[config.mk]
export PLATFORM = sky130hd
export DESIGN_NAME = ble_midi_packet_parser_top
export DESIGN_NICKNAME = d
export VERILOG_FILES = /design/src/rtl/core/ble_mpp_pkg.sv /design/src/rtl/core/ble_mpp_core.sv /design/src/rtl/core/ble_mpp_out_reg.sv /design/src/rtl/core/ble_midi_packet_parser_top.sv
export SDC_FILE = /design/constraint.sdc
export NUM_CORES = 1
export LEC_CHECK = 0
export ABC_AREA = 1
export BUFFER_PORTS_ARGS = -buffer_cell sky130_fd_sc_hd__buf_2
export CAP_MARGIN = 20
export CORE_ASPECT_RATIO = 1.75
export CORE_MARGIN = 2
export CORE_UTILIZATION = 51
export CTS_BUF_LIST = sky130_fd_sc_hd__clkbuf_8
export DETAILED_ROUTE_END_ITERATION = 7
export PLACE_DENSITY = 0.86
export SETUP_SLACK_MARGIN = 0.15
export SYNTH_ARGS = -nofsm -noshare
export SYNTH_HDL_FRONTEND = slang
export SYNTH_SLANG_ARGS = --single-unit
[constraint.sdc]
create_clock -name i_clk -period 4.4 [get_ports i_clk]
set_input_delay 0.88 -clock i_clk [delete_from_list [all_inputs] [get_ports i_clk]]
set_output_delay 0.88 -clock i_clk [all_outputs]
set_load 0.01 [all_outputs]
[src/rtl/core/ble_mpp_pkg.sv]
package ble_mpp_pkg;

    localparam logic [7:0] C_SYSEX_START = 8'hF0;
    localparam logic [7:0] C_SYSEX_END   = 8'hF7;
    localparam logic [7:0] C_RT_FIRST    = 8'hF8;
    localparam logic [7:0] C_SONG_POS    = 8'hF2;
    localparam logic [7:0] C_MTC_QFRAME  = 8'hF1;
    localparam logic [7:0] C_SONG_SEL    = 8'hF3;
    localparam logic [3:0] C_SYS_NIBBLE  = 4'hF;
    localparam logic [3:0] C_PROG_CHG    = 4'hC;
    localparam logic [3:0] C_CH_PRESS    = 4'hD;

    localparam logic C_KIND_MSG = 1'b0;
    localparam logic C_KIND_RT  = 1'b1;

    typedef struct packed {
        logic        message_kind;
        logic [7:0]  status_byte;
        logic [6:0]  data1;
        logic [6:0]  data2;
        logic [1:0]  message_length;
        logic [12:0] sender_time_ms;
        logic        sender_time_valid;
        logic [62:0] receive_time;
    } t_result;

    function automatic logic [1:0] data_count(input logic [7:0] st);
        logic [1:0] n;
        n = 2'd0;
        if (st[7]) begin
            if (st[7:4] == C_SYS_NIBBLE) begin
                if (st == C_MTC_QFRAME || st == C_SONG_SEL) begin
                    n = 2'd1;
                end else if (st == C_SONG_POS) begin
                    n = 2'd2;
                end
            end else if (st[7:4] == C_PROG_CHG || st[7:4] == C_CH_PRESS) begin
                n = 2'd1;
            end else begin
                n = 2'd2;
            end
        end
        return n;
    endfunction

endpackage

[src/rtl/core/ble_mpp_core.sv]
module ble_mpp_core
    import ble_mpp_pkg::*;
(
    input  logic        i_clk,
    input  logic        i_rst_n,
    input  logic        i_en,
    input  logic [7:0]  i_byte_value,
    input  logic        i_first_of_packet,
    input  logic [62:0] i_rx_time,
    output logic        o_res_valid,
    output t_result     o_result
);

    typedef enum logic [1:0] {
        PH_IDLE,
        PH_AFTER_TS,
        PH_COLLECT,
        PH_SYSEX_TS
    } t_phase;

    t_phase      r_phase, n_phase;
    logic        r_sysex, n_sysex;
    logic [7:0]  r_running, n_running;
    logic [7:0]  r_pending, n_pending;
    logic [6:0]  r_first_data, n_first_data;
    logic [1:0]  r_left, n_left;
    logic [5:0]  r_high, n_high;
    logic [6:0]  r_last, n_last;
    logic        r_seen, n_seen;
    logic        r_ok, n_ok;

    logic        do_after, do_running, emit_msg, emit_rt;
    logic [7:0]  msg_st;
    logic [6:0]  msg_d1, msg_d2;
    logic [7:0]  b;
    logic [6:0]  low;
    logic [1:0]  need;

    always_comb begin
        b            = i_byte_value;
        low          = b[6:0];
        need         = data_count(b);
        n_phase      = r_phase;
        n_sysex      = r_sysex;
        n_running    = r_running;
        n_pending    = r_pending;
        n_first_data = r_first_data;
        n_left       = r_left;
        n_high       = r_high;
        n_last       = r_last;
        n_seen       = r_seen;
        n_ok         = r_ok;
        do_after     = 1'b0;
        do_running   = 1'b0;
        emit_msg     = 1'b0;
        emit_rt      = 1'b0;
        msg_st       = 8'd0;
        msg_d1       = 7'd0;
        msg_d2       = 7'd0;

        if (i_first_of_packet) begin
            if (r_phase == PH_SYSEX_TS) begin
                n_sysex = 1'b0;
            end
            n_phase = PH_IDLE;
            n_left  = 2'd0;
            if (!b[7]) begin
                n_ok = 1'b0;
            end else begin
                n_ok      = 1'b1;
                n_high    = b[5:0];
                n_seen    = 1'b0;
                n_last    = 7'd0;
                n_running = 8'd0;
            end
        end else if (r_ok) begin
            if (r_phase == PH_SYSEX_TS) begin
                n_phase = PH_IDLE;
                if (b == C_SYSEX_END) begin
                    n_sysex = 1'b0;
                end else if (b >= C_RT_FIRST) begin
                    emit_rt = 1'b1;
                end else begin
                    n_sysex  = 1'b0;
                    do_after = 1'b1;
                end
            end else if (r_sysex) begin
                if (b == C_SYSEX_END) begin
                    n_sysex = 1'b0;
                end else if (b >= C_RT_FIRST) begin
                    emit_rt = 1'b1;
                end else if (b[7]) begin
                    if (r_seen && low < r_last) begin
                        n_high = r_high + 6'd1;
                    end
                    n_seen  = 1'b1;
                    n_last  = low;
                    n_phase = PH_SYSEX_TS;
                end
            end else begin
                unique case (r_phase)
                    PH_AFTER_TS: begin
                        do_after = 1'b1;
                    end
                    PH_COLLECT: begin
                        if (r_left >= 2'd2) begin
                            n_first_data = low;
                            n_left       = 2'd1;
                        end else begin
                            n_left   = 2'd0;
                            emit_msg = 1'b1;
                            msg_st   = r_pending;
                            if (data_count(r_pending) == 2'd2) begin
                                msg_d1 = r_first_data;
                                msg_d2 = low;
                            end else begin
                                msg_d1 = low;
                            end
                        end
                    end
                    default: begin
                        if (b[7]) begin
                            if (r_seen && low < r_last) begin
                                n_high = r_high + 6'd1;
                            end
                            n_seen  = 1'b1;
                            n_last  = low;
                            n_phase = PH_AFTER_TS;
                        end else begin
                            do_running = 1'b1;
                        end
                    end
                endcase
            end
        end

        if (do_after) begin
            if (!b[7]) begin
                do_running = 1'b1;
            end else begin
                n_phase = PH_IDLE;
                if (b >= C_RT_FIRST) begin
                    emit_rt = 1'b1;
                end else if (b == C_SYSEX_START) begin
                    n_sysex = 1'b1;
                end else if (need == 2'd0) begin
                    emit_msg = 1'b1;
                    msg_st   = b;
                end else begin
                    n_pending = b;
                    n_left    = need;
                    n_phase   = PH_COLLECT;
                end
            end
        end

        if (do_running) begin
            if (r_running == 8'd0) begin
                n_phase = PH_IDLE;
            end else if (data_count(r_running) == 2'd1) begin
                emit_msg = 1'b1;
                msg_st   = r_running;
                msg_d1   = low;
            end else begin
                n_pending    = r_running;
                n_first_data = low;
                n_left       = 2'd1;
                n_phase      = PH_COLLECT;
            end
        end

        if (emit_msg) begin
            n_running = (msg_st[7:4] != C_SYS_NIBBLE) ? msg_st : 8'd0;
            n_phase   = PH_IDLE;
        end

        o_result = '0;
        if (emit_rt) begin
            o_result.message_kind      = C_KIND_RT;
            o_result.status_byte       = b;
            o_result.message_length    = 2'd1;
            o_result.sender_time_ms    = r_seen ? {r_high, r_last} : 13'd0;
            o_result.sender_time_valid = r_seen;
            o_result.receive_time      = i_rx_time;
        end else begin
            o_result.message_kind   = C_KIND_MSG;
            o_result.status_byte    = msg_st;
            o_result.data1          = msg_d1;
            o_result.data2          = msg_d2;
            o_result.message_length = 2'd1 + data_count(msg_st);
        end
        o_res_valid = i_en && (emit_msg || emit_rt);
    end

    always_ff @(posedge i_clk) begin
        if (!i_rst_n) begin
            r_phase      <= PH_IDLE;
            r_sysex      <= 1'b0;
            r_running    <= 8'd0;
            r_pending    <= 8'd0;
            r_first_data <= 7'd0;
            r_left       <= 2'd0;
            r_high       <= 6'd0;
            r_last       <= 7'd0;
            r_seen       <= 1'b0;
            r_ok         <= 1'b0;
        end else if (i_en) begin
            r_phase      <= n_phase;
            r_sysex      <= n_sysex;
            r_running    <= n_running;
            r_pending    <= n_pending;
            r_first_data <= n_first_data;
            r_left       <= n_left;
            r_high       <= n_high;
            r_last       <= n_last;
            r_seen       <= n_seen;
            r_ok         <= n_ok;
        end
    end

endmodule

[src/rtl/core/ble_mpp_out_reg.sv]
module ble_mpp_out_reg
    import ble_mpp_pkg::*;
(
    input  logic    i_clk,
    input  logic    i_rst_n,
    input  logic    i_load,
    input  t_result i_result,
    input  logic    i_stall,
    output logic    o_ready,
    output logic    o_valid,
    output t_result o_result
);

    logic    r_valid;
    t_result r_result;

    assign o_ready  = !r_valid || !i_stall;
    assign o_valid  = r_valid;
    assign o_result = r_result;

    always_ff @(posedge i_clk) begin
        if (!i_rst_n) begin
            r_valid <= 1'b0;
        end else if (o_ready) begin
            r_valid <= i_load;
        end
    end

    always_ff @(posedge i_clk) begin
        if (o_ready && i_load) begin
            r_result <= i_result;
        end
    end

endmodule

[src/rtl/core/ble_midi_packet_parser_top.sv]
// BLE-MIDI packet parser
// input channel: one packet byte per transaction (i_valid / o_stall), with
// i_first_of_packet marking the header byte and i_rx_time the receive time
// output channel: one decoded message or realtime byte per transaction
// (o_valid / i_stall); a byte produces zero or one result
// path: a taken byte is held in the input register, decoded by the core,
// and its result is registered in the result register that drives o_valid
// throughput: one byte per cycle while no result is stalled; the parser
// state update is one combinational step between input and result registers
// stall: while a result waits under i_stall the input register holds its
// byte and o_stall rises once that register is full; when the result
// register is empty or taken, a new byte enters every cycle
// reset: synchronous, active low; drops all pending transactions and
// clears the parser state, so bytes before the first header are ignored
module ble_midi_packet_parser_top
    import ble_mpp_pkg::*;
(
    input  logic        i_clk,
    input  logic        i_rst_n,
    input  logic        i_valid,
    output logic        o_stall,
    input  logic [7:0]  i_byte_value,
    input  logic        i_first_of_packet,
    input  logic [62:0] i_rx_time,
    output logic        o_valid,
    input  logic        i_stall,
    output logic        o_message_kind,
    output logic [7:0]  o_status_byte,
    output logic [6:0]  o_data1,
    output logic [6:0]  o_data2,
    output logic [1:0]  o_message_length,
    output logic [12:0] o_sender_time_ms,
    output logic        o_sender_time_valid,
    output logic [62:0] o_receive_time
);

    logic        r_in_valid;
    logic [7:0]  r_byte;
    logic        r_first;
    logic [62:0] r_rx_time;
    logic        out_ready, core_en, core_res_valid;
    t_result     core_result, out_result;

    assign o_stall = r_in_valid && !out_ready;
    assign core_en = r_in_valid && out_ready;

    always_ff @(posedge i_clk) begin
        if (!i_rst_n) begin
            r_in_valid <= 1'b0;
        end else if (!o_stall) begin
            r_in_valid <= i_valid;
        end
    end

    always_ff @(posedge i_clk) begin
        if (!o_stall && i_valid) begin
            r_byte    <= i_byte_value;
            r_first   <= i_first_of_packet;
            r_rx_time <= i_rx_time;
        end
    end

    ble_mpp_core u_core (
        .i_clk             (i_clk),
        .i_rst_n           (i_rst_n),
        .i_en              (core_en),
        .i_byte_value      (r_byte),
        .i_first_of_packet (r_first),
        .i_rx_time         (r_rx_time),
        .o_res_valid       (core_res_valid),
        .o_result          (core_result)
    );

    ble_mpp_out_reg u_out (
        .i_clk    (i_clk),
        .i_rst_n  (i_rst_n),
        .i_load   (core_res_valid),
        .i_result (core_result),
        .i_stall  (i_stall),
        .o_ready  (out_ready),
        .o_valid  (o_valid),
        .o_result (out_result)
    );

    assign o_message_kind      = out_result.message_kind;
    assign o_status_byte       = out_result.status_byte;
    assign o_data1             = out_result.data1;
    assign o_data2             = out_result.data2;
    assign o_message_length    = out_result.message_length;
    assign o_sender_time_ms    = out_result.sender_time_ms;
    assign o_sender_time_valid = out_result.sender_time_valid;
    assign o_receive_time      = out_result.receive_time;

endmodule

### Yosys cells after proc, flatten, opt, wreduce, memory -nomap -nowiden

Index checks and enable logic that the tools add are counted.

| storage, ports and cells | value |
|---|---|
| register bits after elaboration | 219 |
| input port bits | 76 |
| logic and storage cells | 285 |

| cells by class | value |
|---|---|
| add/sub/neg operators | 2 |
| order comparisons | 3 |
| eq/ne operators | 37 |
| multiplexer cells | 186 |
| bitwise operators | 3 |
| reductions and logical operators | 31 |

Operators with widths:

| operator | number |
|---|---|
| 2-to-1 mux 8 bit | 26 |
| 2-to-1 mux 7 bit | 28 |
| 2-to-1 mux 2 bit | 60 |
| equality test 8 bit (second input constant) | 14 |
| 2-to-1 mux 1 bit | 61 |
| 2-to-1 mux 6 bit | 10 |
| equality test 4 bit (second input constant) | 12 |
| logical OR 1 bit | 10 |
| 2-to-1 mux 9 bit | 1 |
| greater-or-equal comparator 8 bit (second input constant) | 1 |
| zero test 8 bit | 1 |
| OR reduction 8 bit | 1 |
| less-than comparator 7 bit | 1 |
| AND reduction 7 bit | 1 |
| adder 6 x 1 -> 6 bit (second input constant) | 1 |
| equality test 2 bit (second input constant) | 3 |
| logical AND 1 bit | 6 |
| inequality test 3 bit (second input constant) | 2 |
| nonzero test 2 bit | 3 |
| equality test 2 x 1 -> 1 bit (second input constant) | 2 |
| zero test 1 bit | 4 |
| inequality test 2 bit (second input constant) | 2 |
| inequality test 4 bit (second input constant) | 1 |
| AND reduction 2 bit | 2 |
| 7 further kinds | 9 |

### Depth between registers and ports, before layout

Gate-level depths: netlist of run 1.

| depth | value |
|---|---|
| depth after elaboration | 22 |
| depth in mapped cells | 17 |
| mapped depth without buffers | 17 |

### Hierarchy

Synthesis of run 1 repeated with hierarchy kept, for this count alone.

| unflattened totals | value |
|---|---|
| cells, all modules | 812 |
| area, all modules | 9063.7 µm² |

Modules (own cells, without submodules):

| module | times used | cells an instance | area an instance (µm²) | sequential area each (µm²) |
|---|---|---|---|---|
| ble_mpp_core | 1 | 622 | 3731.1 | 840.8 |
| ble_mpp_out_reg | 1 | 108 | 3110.5 | 3083.0 |
| ble_midi_packet_parser_top | 1 | 82 | 2222.1 | 2182.1 |

### Least setup slack after synthesis of run 1

OpenSTA, ideal clock, no wires.

| timing path | value |
|---|---|
| path kind | input to register |
| from | input i_stall |
| to | register u_out.r_result, in the netlist u_out.o_result[0] (enable) |
| library setup time | 0.455 ns |
| arrival | 3.809 ns |
| path slack | 0.136 ns |
| cell stages on the path | 7 |
| buffers on the path | 2 |
| cell sequence | nand2_1 nand2_1 inv_1 clkbuf_1 clkbuf_1 o21ai_0 inv_1 |

| between the ends | value |
|---|---|
| word-level cells in the longest chain between the ends | 5 |

RTL lines:

| what | RTL line | RTL |
|---|---|---|
| start, declared | ble_midi_packet_parser_top.sv:26 | `input logic i_stall,` |
| zero test 1 bit * | ble_mpp_out_reg.sv:17 | `assign o_ready = !r_valid \|\| !i_stall;` |
| logical OR 1 bit * | ble_mpp_out_reg.sv:17 |  |
| logical AND 1 bit | ble_midi_packet_parser_top.sv:45 | `assign core_en = r_in_valid && out_ready;` |
| logical AND 1 bit | ble_mpp_core.sv:192 | `o_res_valid = i_en && (emit_msg \|\| emit_rt);` |
| logical AND 1 bit * | ble_mpp_out_reg.sv:30 | `if (o_ready && i_load) begin` |
| end signal, assigned | ble_mpp_out_reg.sv:31 | `r_result <= i_result;` |
| end, declared | ble_mpp_out_reg.sv:15 | `t_result r_result;` |

Every way passes the cells marked *; elsewhere a longest branch is shown, timed or not.
A chain may end at the register's enable or synchronous reset.

### Final worst setup path of run 1

| timing path | value |
|---|---|
| from | register r_byte[7] |
| to | register u_out.r_result, in the netlist u_out.o_result[41] (enable) |

| between the ends | value |
|---|---|
| word-level cells in the longest chain between the ends | 17 |
| elaborated cells between the ends (all ways) | 50 |
| classes of those cells | order compare (1); eq/ne (8); mux (35); reduce/logical (6) |

RTL lines:

| what | RTL line | RTL |
|---|---|---|
| start, declared | ble_midi_packet_parser_top.sv:38 | `logic [7:0] r_byte;` |
| start signal, assigned | ble_midi_packet_parser_top.sv:57 | `r_byte <= i_byte_value;` |
| equality test 8 bit, or another cell as far along | ble_mpp_pkg.sv:34 | `end else if (st == C_SONG_POS) begin` |
| 2-to-1 mux 2 bit, or another cell as far along | ble_mpp_pkg.sv:34 |  |
| 2-to-1 mux 2 bit, on equally long branches | ble_mpp_pkg.sv:32, ble_mpp_pkg.sv:37 |  |
| 2-to-1 mux 2 bit | ble_mpp_pkg.sv:31 | `if (st[7:4] == C_SYS_NIBBLE) begin` |
| 2-to-1 mux 2 bit | ble_mpp_pkg.sv:30 | `if (st[7]) begin` |
| zero test 2 bit | ble_mpp_core.sv:146 | `end else if (need == 2'd0) begin` |
| 2-to-1 mux 1 bit | ble_mpp_core.sv:146 |  |
| 2-to-1 mux 1 bit | ble_mpp_core.sv:144 | `end else if (b == C_SYSEX_START) begin` |
| 2-to-1 mux 1 bit | ble_mpp_core.sv:142 | `if (b >= C_RT_FIRST) begin` |
| 2-to-1 mux 1 bit | ble_mpp_core.sv:138 | `if (!b[7]) begin` |
| 2-to-1 mux 1 bit | ble_mpp_core.sv:137 | `if (do_after) begin` |
| 2-to-1 mux 1 bit | ble_mpp_core.sv:160 | `end else if (data_count(r_running) == 2'd1) begin` |
| 2-to-1 mux 1 bit | ble_mpp_core.sv:158 | `if (r_running == 8'd0) begin` |
| 2-to-1 mux 1 bit | ble_mpp_core.sv:157 | `if (do_running) begin` |
| logical OR 1 bit * | ble_mpp_core.sv:192 |  |
| logical AND 1 bit * | ble_mpp_core.sv:192 |  |
| logical AND 1 bit * | ble_mpp_out_reg.sv:30 |  |

Marked as above.

==> summary.txt, run 1 <==
status = finished, final reports clean
Peak Freq = 260 MHz
Max IR drop VDD = 225 uV
CTS Root Buffer Type = clkbuf_8
die width = 104 um
post-layout min period = 3.85 ns
EDFF count, synth = 174
period utilization = 0.876
H-tree depth = 1
Yosys warning count = 0
Cell Pwr Density = 365 mW/mm2
crit path DAT = 4.14 ns
Reg-to-Reg End = u_out.o_result[41]$_SDFFCE_PN0P_
CTS tree = built
WL/cell = 16.0 um
vias in the first global route = 6357
CTS Sinks = 218
initial antenna violation count = 2
Mapped Cells = 821
TritonCTS Buffers = 30
Initial DRC Count = 435
endpoints failing setup = 0
critical path class = reg2reg
I/O pin total = 180
Reg2Reg Depth = 12
reg2reg setup slack = 0.55 ns
most common cell after layout, fill and taps aside = buf_2
Yosys top cell area share = 0.585
Worst Path Buf+Inv = 2
Startpoint Class = register
Via density = 5.10
Async SR Flop Fraction = 0
Final TNS setup = 0 ns
Leakage = 4.33 nW
core area = 0.0173 mm2
flops & latches, synth = 218
Die Area = 0.0186 mm2
RSZ-0062 raised after global routing = false
total vias in the final route = 6487
global-route wire length before repair = 31.2 mm
RR Startpoint = r_byte[7]$_DFFE_PP_
Clock Path Buffers = 3
Worst Setup SP = r_byte[7]$_DFFE_PP_
share of cells above drive strength 1 = 0.253
total track usage = 0.212
final setup margin = 0.547 ns
sequential share of the synthesized area = 0.683
critical path, cell by cell = nand2_1 -> nor2_4 -> nand2_2 -> nand3_2 -> nand2_2 -> nand2_4 -> nand2_4 -> nand3_4 -> nand3_1 -> o21ai_0 -> clkinvlp_4 -> buf_12
worst hold path type = reg2reg
pre-CTS WS = 0.633 ns
Final Power = 3.89 mW
Clock Latency Late Sink = 0.56 ns
Mapped Area = 0.00894 mm2
final hold violation count = 0
Avg Synthesized Cell Area = 10.9 um2
row count = 64
Nets = 1101
GPL Wtd Cong = 0.989
largest area contributor in the netlist = edfxtp_1
commonest cells after routing, fill and taps aside = buf_2 (179), edfxtp_1 (174), inv_1 (136)
Post-CTS Setup Inserts = 0
Clock Skew = 0.0187 ns
MaxCap Viol Count = 0
count of pins over their slew limit = 0
Post-CTS Resized = 0
ANT nets after route = 0
Least-Margin Pin Slew = 0.746 ns
ys flop type = edfxtp_1
Die Span Y = 179 um
CP max FO = 42
Critical Path Slowest Stage Cell = clkinvlp_4
Post-Syn Nets = 907
HPWL Detailed = 14.7 mm
distinct cell type count after synthesis = 41
CP Capture Point = u_out.o_result[41]$_SDFFCE_PN0P_
PortBufs = 179
CP Depth = 12
DR pass1 iterations = 6
delay-heaviest family, CP = simple AND/OR/NAND/NOR gates
Congestion Overflow GR = 0
CP Capture Type = register
largest net degree at the start of global routing = 46
Area Overhead vs Synth = 19.1%
Relative slew margins = 0.498
# DRC = 0
Synth area leaders = edfxtp_1 (58%), dfxtp_1 (9.9%), nor2_1 (5.6%)
# hold bufs at CTS = 0
slowest cell delay on critical path = 0.76 ns
required time of the critical path = 4.69 ns
Initial Util = 0.517
DRT Wirelength = 20.3 mm
Worst-path clk slew = 0.07 ns
==> power breakdown <==
group	internal, mW	total, mW	switching (mW)	leakage (nW)
Clock	0.727	1.43	0.706	0.341
Combinational	0.0530	0.151	0.0977	2.18
Sequential	2.27	2.30	0.0321	1.81
Total	3.05	3.89	0.836	4.33
==> worst min path at each step <==
| stage | start | endpoint | slack, ns | cells past startpoint |
|---|---|---|---|---|
| 3_5_place_dp | u_core.r_last[5]$_SDFFE_PN0P_ | u_core.r_last[5]$_SDFFE_PN0P_ | 0.46 | 2 |
| 2_1_floorplan | u_core.r_last[0]$_SDFFE_PN0P_ | u_core.r_last[0]$_SDFFE_PN0P_ | 0.45 | 2 |
| 5_1_grt | i_rx_time[49] | r_rx_time[49]$_DFFE_PP_ | 0.46 | 1 |
| 6_report | u_core.r_last[3]$_SDFFE_PN0P_ | u_core.r_last[3]$_SDFFE_PN0P_ | 0.47 | 2 |
| 3_3_place_gp | u_core.r_last[0]$_SDFFE_PN0P_ | u_core.r_last[0]$_SDFFE_PN0P_ | 0.45 | 2 |
| 4_1_cts | i_byte_value[3] | r_byte[3]$_DFFE_PP_ | 0.46 | 1 |
==> cell usage after synthesis (3+ instances only) <==
library cell / count
buf_2: 12
inv_2: 6
nand2_1: 122
nand3_1: 32
clkbuf_1: 9
o211ai_1: 9
nand4_1: 7
a211oi_1: 7
a21oi_1: 37
nor3_1: 5
nor2_1: 133
o21ai_0: 41
nand2_4: 4
o21ai_2: 3
xor2_1: 3
ha_1: 10
dfxtp_1: 44
edfxtp_1: 174
nand2_2: 9
nand3_2: 5
inv_1: 124
==> stage by stage <==
stage | utilization | hold WS [ns] | instances | instance area (um2)
after floorplan | - | 0.445 | 821 | 8940
after global placement | 0.583 | 0.453 | 1214 | 10100
after detailed placement | 0.583 | 0.456 | 1214 | 10100
after CTS | 0.615 | 0.460 | 1269 | 10600
after global routing | 0.615 | 0.458 | 1271 | 10600
final | 0.615 | 0.466 | 1272 | 10600
==> worst reg2reg max path, delay by kind of cell (launching register included) <==
family / cells / cell delay [ns]
AOI/OAI and AO/OA: 1 / 0.63
buffers and inverters: 2 / 1.18
DFF: 1 / 0.59
and+or+nand+nor: 9 / 1.18
==> logic make-up (layout without fill, tap and decap cells) <==
| family | after synthesis | in the layout | share of synthesized area |
|---|---|---|---|
| buffers and inverters | 157 | 374 | 0.0697 |
| AO/OA/AOI/OAI | 107 | 107 | 0.0699 |
| other | 0 | 3 | 0 |
| AND/OR/NAND/NOR | 326 | 326 | 0.160 |
| flip-flops | 218 | 218 | 0.683 |
| XOR/XNOR | 3 | 3 | 0.00294 |
| adder cells (fa/ha/maj) | 10 | 10 | 0.0140 |
==> state kept, by name, indices dropped and copies added (netlist names) <==
register	count
r_byte	8
r_first	1
r_in_valid	1
r_rx_time	63
u_core.r_first_data	7
u_core.r_high	6
u_core.r_last	7
u_core.r_left	1
u_core.r_ok	1
u_core.r_pending	8
u_core.r_phase	2
u_core.r_running	8
u_core.r_seen	1
u_core.r_sysex	1
u_out.o_result	102
u_out.o_valid	1
==> metal layers <==
layer	global-route usage	wire length [um]	share of wire	vias to the layer above
met3	0.0269	1120	0.055	77
met4	0.143	1190	0.059	0
met1	0.220	7070	0.35	3002
met5	0	0	0	-
li1	-	-	-	3107
met2	0.398	10900	0.54	301
==> layout make-up <==
| class | count | area (um2) |
|---|---|---|
| Timing Repair Buffer | 185 | 966 |
| Fill cell | 1394 | 6650 |
| Tap cell | 231 | 289 |
| Clock buffer | 32 | 440 |
| Clock inverter | 23 | 118 |
| Antenna cell | 3 | 7.51 |
| Sequential cell | 218 | 6110 |
| Inverter | 134 | 510 |
| Multi-Input combinational cell | 446 | 2210 |
Power figures use the tool's default switching activity.
==> inputs of run 2 (changes only) <==
--- a/config.mk
+++ b/config.mk
@@ -17,4 +17,5 @@
 export SETUP_SLACK_MARGIN = 0.15
 export SYNTH_ARGS = -nofsm -noshare
 export SYNTH_HDL_FRONTEND = slang
+export SYNTH_HIERARCHICAL = 1
 export SYNTH_SLANG_ARGS = --single-unit
==> run 2 against run 1 <==
Effect of this change:
- combinational power rose by 7%
- design area rose by 0.39%
- utilization fell by 0.33 points
- maximum frequency rose by 17%
- via count fell by 0.88%
- wire length barely moved
- clock power barely moved
==> summary.txt, run 2 <==
Nets = 1083 (-1.6%)
hold_ws = 0.466 ns (+0.000496 ns)
distinct cell type count after synthesis = 46 (+12%)
critical path class = reg2reg
worst hold path type = reg2reg
slowest cell delay on critical path = 0.42 ns (-0.34 ns)
max reg flops = 102 (unchanged)
Yosys warning count = 6 (+6)
# DRC = 0 (unchanged)
H-tree depth = 1 (unchanged)
Post-Place Cells = 1198 (-1.3%)
Leakage = 4.85 nW (+12%)
CTS Root Buffer Type = clkbuf_8
sequential share of the synthesized area = 0.674 (-0.00953)
flops & latches, synth = 218 (unchanged)
Yosys top cell area share = 0.576 (-0.00815)
GPL Wtd Cong = 1.02 (+3.0%)
Least-Margin Pin Slew = 0.969 ns (+0.223 ns)
status = finished, final reports clean
Finished Layout Cells = 1252 (-1.6%)
Startpoint Class = register
post-layout util = 0.612 (-0.00328)
Mapped Cells = 812 (-1.1%)
required time of the critical path = 4.55 ns (-0.14 ns)
Post-Syn Nets = 898 (-0.99%)
die width = 105 um (+0.68%)
Clock Path Buffers = 3 (unchanged)
Cell Pwr Density = 365 mW/mm2 (about the same)
largest net degree at the start of global routing = 103 (+120%)
Worst-path clk slew = 0.08 ns (about the same)
Mapped Area = 0.00906 mm2 (+1.4%)
Post-CTS Setup Inserts = 0 (unchanged)
Sw Share = 0.210 (-0.00536)
Int Pwr = 3.08 mW (+1.0%)
fill count = 1418 (+1.7%)
initial antenna violation count = 2 (unchanged)
CTS Sinks = 218 (unchanged)
# hold bufs at CTS = 0 (unchanged)
Die Span Y = 180 um (+0.69%)
WL/cell = 16.2 um (+1.7%)
Most Frequent Cell on Critical Path = inv_1
Synth area leaders = edfxtp_1 (58%), dfxtp_1 (9.7%), inv_1 (4.9%)
Via density = 5.14 (+0.70%)
DRT Wirelength = 20.3 mm (about the same)
EDFF count, synth = 174 (unchanged)
TritonCTS Buffers = 28 (-6.7%)
I/O pin total = 180 (unchanged)
Initial DRC Count = 672 (+54%)
total vias in the final route = 6430 (-0.88%)
period utilization = 0.749 (-0.127)
critical path, cell by cell = ha_1 -> inv_1 -> nand2_4 -> inv_1 -> nand2_1 -> nand2_4 -> nand2_4 -> inv_1 -> nand2_1 -> nand2_1 -> nand2_2 -> o21ai_0 -> inv_1 -> a21oi_4 -> buf_12
Gate power share = 0.042 (+0.003)
total track usage = 0.210 (-0.00184)
final hold violation count = 0 (unchanged)
HPWL Detailed = 14.7 mm (+0.16%)
CP Capture Type = register
Avg Synthesized Cell Area = 11.2 um2 (+2.5%)
Peak Freq = 304 MHz (+17%)
vias in the first global route = 6327 (-0.47%)
Die Area = 0.0189 mm2 (+1.4%)
Critical Path Slowest Stage Cell = buf_12
DR pass1 iterations = 6 (unchanged)
Worst Path Buf+Inv = 5 (+3)
row count = 64 (unchanged)
crit path DAT = 3.45 ns (-0.69 ns)
PortBufs = 179 (unchanged)
Post-synth top cells = edfxtp_1 (174), inv_1 (118), nor2_1 (106)
core area = 0.0175 mm2 (+0.93%)
RSZ-0062 raised after global routing = false
largest area contributor in the netlist = edfxtp_1
clock power share = 0.368 (about the same)
Net Sw Power = 0.818 mW (-2.1%)
Seq pwr share = 0.590 (-0.003)
Congestion Overflow GR = 0 (unchanged)
CP max FO = 102 (+140%)
endpoints failing setup = 0 (unchanged)
Clock Skew = 0.0185 ns (-0.000269 ns)
Area Overhead vs Synth = 17.9%
Clock Latency Late Sink = 0.53 ns (-0.03 ns)
global-route wire length before repair = 31.7 mm (+1.8%)
most common cell in the netlist = edfxtp_1
commonest cells after routing, fill and taps aside = buf_2 (179), edfxtp_1 (174), inv_1 (133)
delay-heaviest family, CP = buffers and inverters
count of pins over their slew limit = 0 (unchanged)
ys flop type = edfxtp_1
share of cells above drive strength 1 = 0.272 (+0.0185)
CTS tree = built
post-layout min period = 3.29 ns (-0.558 ns)
ANT nets after route = 0 (unchanged)
Final TNS setup = 0 ns (unchanged)
Post-CTS Resized = 0 (unchanged)
Initial Util = 0.519 (+0.00250)
Relative slew margins = 0.354 (-0.143)
Max IR drop VDD = 170 uV (-24%)
most common cell after layout, fill and taps aside = buf_2
Final Power = 3.90 mW (+0.36%)
MaxCap Viol Count = 0 (unchanged)
Async SR Flop Fraction = 0 (unchanged)
[run 2: changes by cell type after synthesis, sizes merged, moves of 6 or more]
| cell | delta |
|---|---|
| o211ai | -7 |
| a21oi | +21 |
| nor2 | -20 |
| nor3 | +6 |
| buf | +6 |
| nand3 | +7 |
| nand2 | -22 |
[run 2: power groups by stage]
| stage | Combinational [mW] | Clock, mW | Sequential (mW) |
|---|---|---|---|
| finish | 0.162 | 1.44 | 2.30 |
| floorplan | 0.102 | 0 | 2.34 |
| global placement | 0.156 | 0 | 2.34 |
| global route | 0.180 | 1.55 | 2.31 |
| detailed placement | 0.161 | 0 | 2.35 |
| CTS | 0.162 | 1.47 | 2.30 |
[run 2: cells by family after synthesis]
| group | count (synthesis) | share of synthesized area |
|---|---|---|
| fa+ha+maj | 10 | 0.0138 |
| simple gates | 298 | 0.157 |
| compound gates | 128 | 0.0795 |
| flops | 218 | 0.674 |
| buf+inv | 157 | 0.0754 |
| xor+xnor | 1 | 0.000966 |
[run 2: layout make-up]
class | instances | area (um2) | area share
sequential | 218 | 6110 | 0.571
clock buffer | 34 | 468 | 0.0438
clock inverter | 18 | 98.8 | 0.00925
timing repair buffer | 183 | 938 | 0.0878
inverter | 129 | 488 | 0.0457
tap | 231 | 289 | 0.0270
antenna | 2 | 5.00 | 0.000468
multi-input combinational | 437 | 2290 | 0.215
[run 2: metal layers]
layer / GRT usage / wire [um]
met1: 0.221 / 7110
met2: 0.408 / 11300
met3: 0.0213 / 1010
met5: 0 / 0
met4: 0.102 / 916
[run 2: worst min-delay path, stage by stage (launching register included)]
cell and delay [ns]:
dfxtp_1 0.31, nand2_1 0.06, a21oi_1 0.06
[run 2: through the flow]
stage	setup slack (ns)	area, um2
4_1_cts	1.10	10700
3_3_place_gp	1.01	10100
2_1_floorplan	0.548	9070
6_report	1.11	10700
3_5_place_dp	1.01	10100
5_1_grt	0.924	10700
[run 2: worst paths after layout]
path | start | to | slack, ns | cells past startpoint
worst max-delay path | u_core/r_phase[0]$_SDFFE_PN0P_ | u_out/o_result[6]$_DFFE_PP_ | 1.11 | 15
worst min-delay path | u_core/r_last[1]$_SDFFE_PN0P_ | u_core/r_last[1]$_SDFFE_PN0P_ | 0.47 | 2
worst max register to register | u_core/r_phase[0]$_SDFFE_PN0P_ | u_out/o_result[6]$_DFFE_PP_ | 1.11 | 15
worst min register to register | u_core/r_last[1]$_SDFFE_PN0P_ | u_core/r_last[1]$_SDFFE_PN0P_ | 0.47 | 2
